**src/rtl/core/intel_hex_record_loader_top_defines.svh**
```systemverilog
// ----------------------------------------------------------------------------
// Intel HEX record loader assertion macros
// Shared concurrent assertion forms, clocked on clk and held off in reset.
// ----------------------------------------------------------------------------
`ifndef INTEL_HEX_RECORD_LOADER_TOP_DEFINES_SVH
`define INTEL_HEX_RECORD_LOADER_TOP_DEFINES_SVH

// Same-cycle implication.
`define IHEX_ASSERT_SAME(label, ante, cons) \
    label: assert property (@(posedge clk) disable iff (!rst_n) (ante) |-> (cons)) \
        else $error("ihex assertion failed");

// Next-cycle implication.
`define IHEX_ASSERT_NEXT(label, ante, cons) \
    label: assert property (@(posedge clk) disable iff (!rst_n) (ante) |=> (cons)) \
        else $error("ihex assertion failed");

`endif

```
**src/rtl/core/ihex_pkg.sv**
```systemverilog
// ----------------------------------------------------------------------------
// Intel HEX loader package
// Codes, phase encodings and the hex digit decoder shared by the loader.
// ----------------------------------------------------------------------------
`timescale 1ns / 1ps

package ihex_pkg;

    typedef logic [2:0] status_t;
    typedef logic [2:0] phase_t;

    // Input item kinds
    localparam logic KIND_CHAR = 1'b0;
    localparam logic KIND_END  = 1'b1;

    // Result kinds
    localparam logic RESULT_WRITE  = 1'b0;
    localparam logic RESULT_FINISH = 1'b1;

    // Finish status codes
    localparam status_t STATUS_OK       = 3'd0;
    localparam status_t STATUS_PARSE    = 3'd1;
    localparam status_t STATUS_TYPE     = 3'd2;
    localparam status_t STATUS_RANGE    = 3'd3;
    localparam status_t STATUS_CHECKSUM = 3'd4;

    // Parser phases
    localparam phase_t PH_COLON   = 3'd0;
    localparam phase_t PH_COUNT   = 3'd1;
    localparam phase_t PH_ADDR_HI = 3'd2;
    localparam phase_t PH_ADDR_LO = 3'd3;
    localparam phase_t PH_TYPE    = 3'd4;
    localparam phase_t PH_DATA    = 3'd5;
    localparam phase_t PH_CHECK   = 3'd6;
    localparam phase_t PH_SKIP    = 3'd7;

    // Record types
    localparam logic [7:0] REC_DATA = 8'h00;
    localparam logic [7:0] REC_EOF  = 8'h01;

    localparam logic [7:0] CHAR_COLON   = 8'h3A;
    localparam logic [7:0] CHAR_NEWLINE = 8'h0A;

    // Decode one ASCII hex digit: bit 4 flags a valid digit, bits 3:0 hold it.
    function automatic logic [4:0] hex_digit(input logic [7:0] c);
        logic [4:0] r;
        r = 5'd0;
        if (c >= 8'h30 && c <= 8'h39)
            r = {1'b1, 4'(c - 8'h30)};
        else if (c >= 8'h41 && c <= 8'h46)
            r = {1'b1, 4'(c - 8'h37)};
        else if (c >= 8'h61 && c <= 8'h66)
            r = {1'b1, 4'(c - 8'h57)};
        return r;
    endfunction

endpackage

```
**src/rtl/core/intel_hex_record_loader_top.sv**
```systemverilog
// ----------------------------------------------------------------------------
// Intel HEX record loader
// Streams ASCII Intel HEX text and emits memory writes and a final status.
// ----------------------------------------------------------------------------
// The loader takes one character transaction per clock and produces at most
// one result per character, in the next cycle, from a single output register.
// Data bytes of type-00 records that fall inside the window
// [window_start, window_start + window_size) come out as writes of offset
// and data as soon as each byte is complete; the record checksum is checked
// after its last data byte. A type-01 record finishes with status ok, and any
// error finishes with its code; after that, characters are dropped until an
// end-of-input transaction re-arms the parser. End of input between lines
// finishes with ok, inside a record with a parse error. Throughput is one
// character per cycle: the parser state update is one short combinational
// step, and char_stall rises only while the output register holds a result
// that the consumer is stalling. Configuration writes are taken every cycle
// (cfg_ready is always high) and must be made while the loader is idle.
// ----------------------------------------------------------------------------
`timescale 1ns / 1ps
`include "intel_hex_record_loader_top_defines.svh"

module intel_hex_record_loader_top (
    input  logic                  clk,
    input  logic                  rst_n,
    // character channel
    input  logic                  char_valid,
    output logic                  char_stall,
    input  logic                  kind,
    input  logic [7:0]            character,
    // result channel
    output logic                  result_valid,
    input  logic                  result_stall,
    output logic                  result_kind,
    output logic [15:0]           write_offset,
    output logic [7:0]            write_data,
    output ihex_pkg::status_t     status,
    // configuration channel
    input  logic                  cfg_valid,
    output logic                  cfg_ready,
    input  logic                  cfg_index,
    input  logic [15:0]           cfg_data
);

    import ihex_pkg::*;

    localparam logic CFG_WINDOW_START = 1'b0;
    localparam logic CFG_WINDOW_SIZE  = 1'b1;

    // Configuration
    logic [15:0] window_start_reg;
    logic [15:0] window_size_reg;

    // Parser state
    phase_t      phase_reg,          phase_next;
    logic [3:0]  high_nibble_reg,    high_nibble_next;
    logic        second_digit_reg,   second_digit_next;
    logic [7:0]  bytes_left_reg,     bytes_left_next;
    logic [16:0] record_address_reg, record_address_next;
    logic [7:0]  running_sum_reg,    running_sum_next;
    logic        finished_reg,       finished_next;

    // Output register
    logic        result_valid_reg;
    logic        result_kind_reg,    result_kind_next;
    logic [15:0] write_offset_reg,   write_offset_next;
    logic [7:0]  write_data_reg,     write_data_next;
    status_t     status_reg,         status_next;
    logic        emit;

    logic        char_accept;
    logic [4:0]  digit;
    logic [7:0]  byte_val;
    logic [7:0]  sum_val;
    logic [16:0] window_end;
    logic        in_window;

    assign cfg_ready   = 1'b1;
    // Hold the input only while a finished result waits on a stalled consumer.
    assign char_stall  = result_valid_reg & result_stall;
    assign char_accept = char_valid & ~char_stall;

    assign digit      = hex_digit(character);
    assign byte_val   = {high_nibble_reg, digit[3:0]};
    assign sum_val    = running_sum_reg + byte_val;
    assign window_end = {1'b0, window_start_reg} + {1'b0, window_size_reg};
    assign in_window  = (record_address_reg >= {1'b0, window_start_reg})
                        && (record_address_reg < window_end);

    // ------------------------------------------------------------------
    // Parser step for one accepted transaction
    // ------------------------------------------------------------------
    always_comb
    begin
        phase_next          = phase_reg;
        high_nibble_next    = high_nibble_reg;
        second_digit_next   = second_digit_reg;
        bytes_left_next     = bytes_left_reg;
        record_address_next = record_address_reg;
        running_sum_next    = running_sum_reg;
        finished_next       = finished_reg;

        emit              = 1'b0;
        result_kind_next  = RESULT_FINISH;
        write_offset_next = 16'd0;
        write_data_next   = 8'd0;
        status_next       = STATUS_OK;

        if (kind == KIND_END)
        begin
            // Report the end unless loading already finished, then re-arm.
            if (!finished_reg)
            begin
                emit = 1'b1;
                status_next = (phase_reg == PH_COLON || phase_reg == PH_SKIP)
                              ? STATUS_OK : STATUS_PARSE;
            end
            phase_next          = PH_COLON;
            high_nibble_next    = 4'd0;
            second_digit_next   = 1'b0;
            bytes_left_next     = 8'd0;
            record_address_next = 17'd0;
            running_sum_next    = 8'd0;
            finished_next       = 1'b0;
        end
        else if (!finished_reg)
        begin
            case (phase_reg)
                PH_COLON:
                begin
                    if (character != CHAR_COLON)
                    begin
                        emit          = 1'b1;
                        status_next   = STATUS_PARSE;
                        finished_next = 1'b1;
                    end
                    else
                    begin
                        phase_next        = PH_COUNT;
                        second_digit_next = 1'b0;
                        running_sum_next  = 8'd0;
                    end
                end
                PH_SKIP:
                begin
                    if (character == CHAR_NEWLINE)
                        phase_next = PH_COLON;
                end
                default:
                begin
                    if (!digit[4])
                    begin
                        emit          = 1'b1;
                        status_next   = STATUS_PARSE;
                        finished_next = 1'b1;
                    end
                    else if (!second_digit_reg)
                    begin
                        high_nibble_next  = digit[3:0];
                        second_digit_next = 1'b1;
                    end
                    else
                    begin
                        second_digit_next = 1'b0;
                        running_sum_next  = sum_val;
                        case (phase_reg)
                            PH_COUNT:
                            begin
                                bytes_left_next = byte_val;
                                phase_next      = PH_ADDR_HI;
                            end
                            PH_ADDR_HI:
                            begin
                                record_address_next = {1'b0, byte_val, 8'd0};
                                phase_next          = PH_ADDR_LO;
                            end
                            PH_ADDR_LO:
                            begin
                                record_address_next = {record_address_reg[16:8], byte_val};
                                phase_next          = PH_TYPE;
                            end
                            PH_TYPE:
                            begin
                                if (byte_val == REC_DATA)
                                    phase_next = (bytes_left_reg != 8'd0) ? PH_DATA : PH_CHECK;
                                else
                                begin
                                    emit          = 1'b1;
                                    status_next   = (byte_val == REC_EOF)
                                                    ? STATUS_OK : STATUS_TYPE;
                                    finished_next = 1'b1;
                                end
                            end
                            PH_DATA:
                            begin
                                emit = 1'b1;
                                if (!in_window)
                                begin
                                    status_next   = STATUS_RANGE;
                                    finished_next = 1'b1;
                                end
                                else
                                begin
                                    // Write goes out before the checksum is seen.
                                    result_kind_next    = RESULT_WRITE;
                                    write_offset_next   = record_address_reg[15:0]
                                                          - window_start_reg;
                                    write_data_next     = byte_val;
                                    record_address_next = record_address_reg + 17'd1;
                                    bytes_left_next     = bytes_left_reg - 8'd1;
                                    if (bytes_left_reg == 8'd1)
                                        phase_next = PH_CHECK;
                                end
                            end
                            PH_CHECK:
                            begin
                                if (sum_val != 8'd0)
                                begin
                                    emit          = 1'b1;
                                    status_next   = STATUS_CHECKSUM;
                                    finished_next = 1'b1;
                                end
                                else
                                    phase_next = PH_SKIP;
                            end
                            default:
                            begin
                                emit          = 1'b1;
                                status_next   = STATUS_PARSE;
                                finished_next = 1'b1;
                            end
                        endcase
                    end
                end
            endcase
        end
    end

    // ------------------------------------------------------------------
    // Configuration registers
    // ------------------------------------------------------------------
    always_ff @(posedge clk or negedge rst_n)
    begin
        if (!rst_n)
        begin
            window_start_reg <= 16'd0;
            window_size_reg  <= 16'd4096;
        end
        else if (cfg_valid && cfg_ready)
        begin
            case (cfg_index)
                CFG_WINDOW_START: window_start_reg <= cfg_data;
                CFG_WINDOW_SIZE:  window_size_reg  <= cfg_data;
                default:          window_start_reg <= window_start_reg;
            endcase
        end
    end

    // ------------------------------------------------------------------
    // Parser state registers: advance on every accepted transaction
    // ------------------------------------------------------------------
    always_ff @(posedge clk or negedge rst_n)
    begin
        if (!rst_n)
        begin
            phase_reg          <= PH_COLON;
            high_nibble_reg    <= 4'd0;
            second_digit_reg   <= 1'b0;
            bytes_left_reg     <= 8'd0;
            record_address_reg <= 17'd0;
            running_sum_reg    <= 8'd0;
            finished_reg       <= 1'b0;
        end
        else if (char_accept)
        begin
            phase_reg          <= phase_next;
            high_nibble_reg    <= high_nibble_next;
            second_digit_reg   <= second_digit_next;
            bytes_left_reg     <= bytes_left_next;
            record_address_reg <= record_address_next;
            running_sum_reg    <= running_sum_next;
            finished_reg       <= finished_next;
        end
    end

    // ------------------------------------------------------------------
    // Output register: load a new result, or drop the old one once taken
    // ------------------------------------------------------------------
    always_ff @(posedge clk or negedge rst_n)
    begin
        if (!rst_n)
            result_valid_reg <= 1'b0;
        else if (char_accept && emit)
            result_valid_reg <= 1'b1;
        else if (!result_stall)
            result_valid_reg <= 1'b0;
    end

    always_ff @(posedge clk)
    begin
        if (char_accept && emit)
        begin
            result_kind_reg  <= result_kind_next;
            write_offset_reg <= write_offset_next;
            write_data_reg   <= write_data_next;
            status_reg       <= status_next;
        end
    end

    assign result_valid = result_valid_reg;
    assign result_kind  = result_kind_reg;
    assign write_offset = write_offset_reg;
    assign write_data   = write_data_reg;
    assign status       = status_reg;

    // ------------------------------------------------------------------
    // Assertions
    // ------------------------------------------------------------------
    `IHEX_ASSERT_SAME(a_stall_only_when_full, char_stall, result_valid_reg)
    `IHEX_ASSERT_SAME(a_data_phase_has_bytes, phase_reg == PH_DATA, bytes_left_reg != 8'd0)
    `IHEX_ASSERT_SAME(a_write_status_ok,
        result_valid_reg && result_kind_reg == RESULT_WRITE, status_reg == STATUS_OK)
    `IHEX_ASSERT_NEXT(a_end_rearms, char_accept && kind == KIND_END,
        phase_reg == PH_COLON && !finished_reg)

endmodule
```
**config.mk**
```make
export PLATFORM = sky130hd
export DESIGN_NAME = intel_hex_record_loader_top
export DESIGN_NICKNAME = d
export VERILOG_FILES = /design/src/rtl/core/ihex_pkg.sv /design/src/rtl/core/intel_hex_record_loader_top.sv
export VERILOG_INCLUDE_DIRS = /design/src /design/src/rtl/core
export SDC_FILE = /design/constraint.sdc
export NUM_CORES = 1
export LEC_CHECK = 0
export ABC_AREA = 1
export BUFFER_PORTS_ARGS = -buffer_cell sky130_fd_sc_hd__buf_4
export CAP_MARGIN = 15
export CORE_ASPECT_RATIO = 0.75
export CORE_MARGIN = 4
export CORE_UTILIZATION = 60
export CTS_CLUSTER_SIZE = 14
export DETAILED_ROUTE_END_ITERATION = 8
export PLACE_DENSITY = 0.84
export RECOVER_POWER = 25
export SLEW_MARGIN = 0
export SYNTH_ARGS = -nofsm -noshare
export SYNTH_HDL_FRONTEND = slang
export SYNTH_SLANG_ARGS = --single-unit
```
**constraint.sdc**
```tcl
create_clock -name clk -period 11.6 [get_ports clk]
set_clock_uncertainty 0.2 [all_clocks]
set_input_delay 1.16 -clock clk [delete_from_list [all_inputs] [get_ports clk]]
set_output_delay 1.16 -clock clk [all_outputs]
set_load 0.05 [all_outputs]
```
==> out/results.txt <==
Run status -> finished, violations left
Failing checks -> capacitance limit, slew limit
Max cap viols -> 1
Critical Path RT -> 11370 ps
Register area share after synthesis -> 0.360
Syn-to-layout area delta -> 11.4%
Die width -> 138 µm
Clk slew on worst S/H paths -> 60 ps
Final Max Slew Viols -> 76
Total Wirelength -> 18100 µm
#FFs+latches synth -> 103
Initial antenna violation count -> 0
Fin crit period -> 5230 ps
R2r worst-path depth -> 23
Final std cells w/o fill -> 1217
Initial Util -> 0.613
Crit. End Element -> register
Post-Syn Instances -> 991
Clk pwr share -> 0.177
GP Congestion -> 0.908
Vias in the first global route -> 6325
Mapped Nets -> 1089
DR vias/cell -> 5.65
Yosys warns -> 0
Largest net degree at the start of global routing -> 76
H-tree levels -> 3
Via count -> 6877
Starting DRT DRC Count -> 671
DRC Markers -> 0
Die Height -> 105 µm
Clock root buffer -> clkbuf_16
Critical Path Source Type -> input pin
Fillers -> 1036
Class of the worst hold path -> reg -> reg
Hold depth -> 2
Distinct cell type count after synthesis -> 59
RSZ-0062 raised after global routing -> false
Combinational fraction of design power -> 0.498
Synth Area per Inst -> 7.62 µm²
Leakage power -> 4.17 nW
Final hold vios -> 0
Final period util -> 0.451
Site row count -> 35
Share of cells above drive strength 1 -> 0.134
CTS tree -> built
Post-Place Setup Slack -> 6130 ps
Post-CTS Resized -> 0
Final setup viols -> 0
Setup Buffers After CTS -> 0
Worst-margin pin slew -> 4180 ps
Antenna viol nets, final -> 0
Fmax achieved -> 191 MHz
PortBufs -> 60
Sequential share of power -> 0.325
GRT Overall Usage -> 0.261
Pre-antenna DRT Iters -> 5
Area after DPL -> 8120 µm²
Synthesized area -> 7550 µm²
Critical path class -> in -> reg
CP Max Fanout -> 28
CTS max path bufs -> 2
Dpl cells -> 1201
Io pins -> 62
Switching power -> 0.000788 W
Routed WL per cell -> 14.9 µm
Top cell type's share of synthesized area -> 0.245
Fin util -> 0.683
Dpl hpwl -> 13800 µm
Total grt overflow -> 0
Slew margin rel. -> -1.79
First-pass GRT wire length -> 30400 µm
Largest register FFs -> 17
Die area -> 14500 µm²
# diodes -> 0
Final #Nets -> 1144
Area leader, netlist -> dfrtp_1
Final Worst Setup Slack -> 6370 ps
Largest cells by area after synthesis -> dfrtp_1 25%, nand2_1 11%, edfxtp_1 11%
Worst-Skew Late Latency -> 350 ps
Commonest non-fill, non-tap cell in the layout -> nand2_1
CTS buffer count -> 9
Final Instance Area -> 8410 µm²
CTS Sinks -> 103
Setup TNS -> 0 ps
Pwr dens -> 204 nW/µm²
CP Data Arrival Time -> 5000 ps
Sw Share -> 0.460
Internal -> 0.000924 W
Worst VDD drop -> 0.113 mV
Core ar. -> 12300 µm²
Most frequent cells in the layout -> 231 x nand2_1, 132 x inv_1, 74 x dfrtp_1
CTS Hold Bufs -> 0
-- synthesized netlist by cell type, drive strengths merged --
cell type    n
nand2      241
inv        147
nor2        91
o21ai       82
dfrtp       74
a21oi       64
ha          64
nand3       50
edfxtp      28
xor2        17
nand4       14
nor3        13
o22ai       13
buf         11
xnor2       11
a31oi        8
or2          7
clkbuf       6
o211ai       6
a21o         5
nor4         5
a22o         4
o31ai        4
fa           3
a211oi       2
a21boi       2
o21a         2
o21bai       2
o32ai        2
or3          2
a221oi       1
a311oi       1
a31o         1
and3         1
clkinv       1
conb         1
dfstp        1
nand3b       1
nor3b        1
o221ai       1
o311ai       1
-- path summary, 6_finish.rpt --
path                                      from                  to  slack, ps
setup / recovery                  character[0]     write_offset[4]       6370
hold / removal              window_size_reg[3]  window_size_reg[3]        300
setup reg to reg           window_start_reg[0]     write_offset[6]       6790
hold reg to reg             window_size_reg[3]  window_size_reg[3]        300
max in group asynchronous                rst_n  window_size_reg[0]       6760
min in group asynchronous                rst_n   bytes_left_reg[3]       2070
-- routing by layer --
layer | vias up | track usage | part of all wire
met2 | 293 | 0.383 | 0.42
met1 | 3152 | 0.393 | 0.48
met4 | 0 | 0.0470 | 0.0095
met5 | - | 0 | 0
li1 | 3414 | - | -
met3 | 18 | 0.0669 | 0.089
-- critical path: stages --
cell and delay (ps):
buf_4 130, inv_1 120, ha_1 200, o21ai_1 80, nand2_1 120, nand2_4 110, nand2_8 130, nand3_2 180
inv_1 150, ha_1 210, inv_1 70, fa_1 390, inv_1 90, nand3_1 60, nand2_1 80, xor2_1 210
nor2_1 60, nand4_1 110, nand2_1 120, nand3_1 120, nand2_1 50, nand2_1 60, nand2_1 50, nand2_1 50
nand2_1 60, inv_1 780
-- cells by family after synthesis --
logic type | synth area share
buffers and inverters | 0.0860
AND/OR/NAND/NOR | 0.254
flip-flops | 0.360
AO/OA/AOI/OAI | 0.152
other | 0.000497
XOR/XNOR | 0.0325
adder cells (fa/ha/maj) | 0.114
-- per-stage QoR --
step | hold WS, ps | power, W
global route | 313 | 0.00184
floorplan | 257 | 0.00118
global placement | 271 | 0.00138
finish | 296 | 0.00171
CTS | 303 | 0.00170
detailed placement | 286 | 0.00139
-- power groups by stage --
stage          sequential [W]  clock (W)  combinational, W
6_report             0.000557   0.000302          0.000852
5_1_grt              0.000569   0.000323          0.000953
3_5_place_dp         0.000561          0          0.000833
4_1_cts              0.000555   0.000306          0.000842
3_3_place_gp         0.000560          0          0.000817
2_1_floorplan        0.000626          0          0.000554
-- final cells by class --
class	count	area [µm²]	share of cell area
Multi-Input combinational cell	723	4180	0.497
Sequential cell	103	2720	0.323
Inverter	148	556	0.0661
Timing Repair Buffer	61	454	0.0540
Clock buffer	11	233	0.0277
Tap cell	166	208	0.0247
Clock inverter	5	57.6	0.00685
Power figures use the tool's default switching activity.
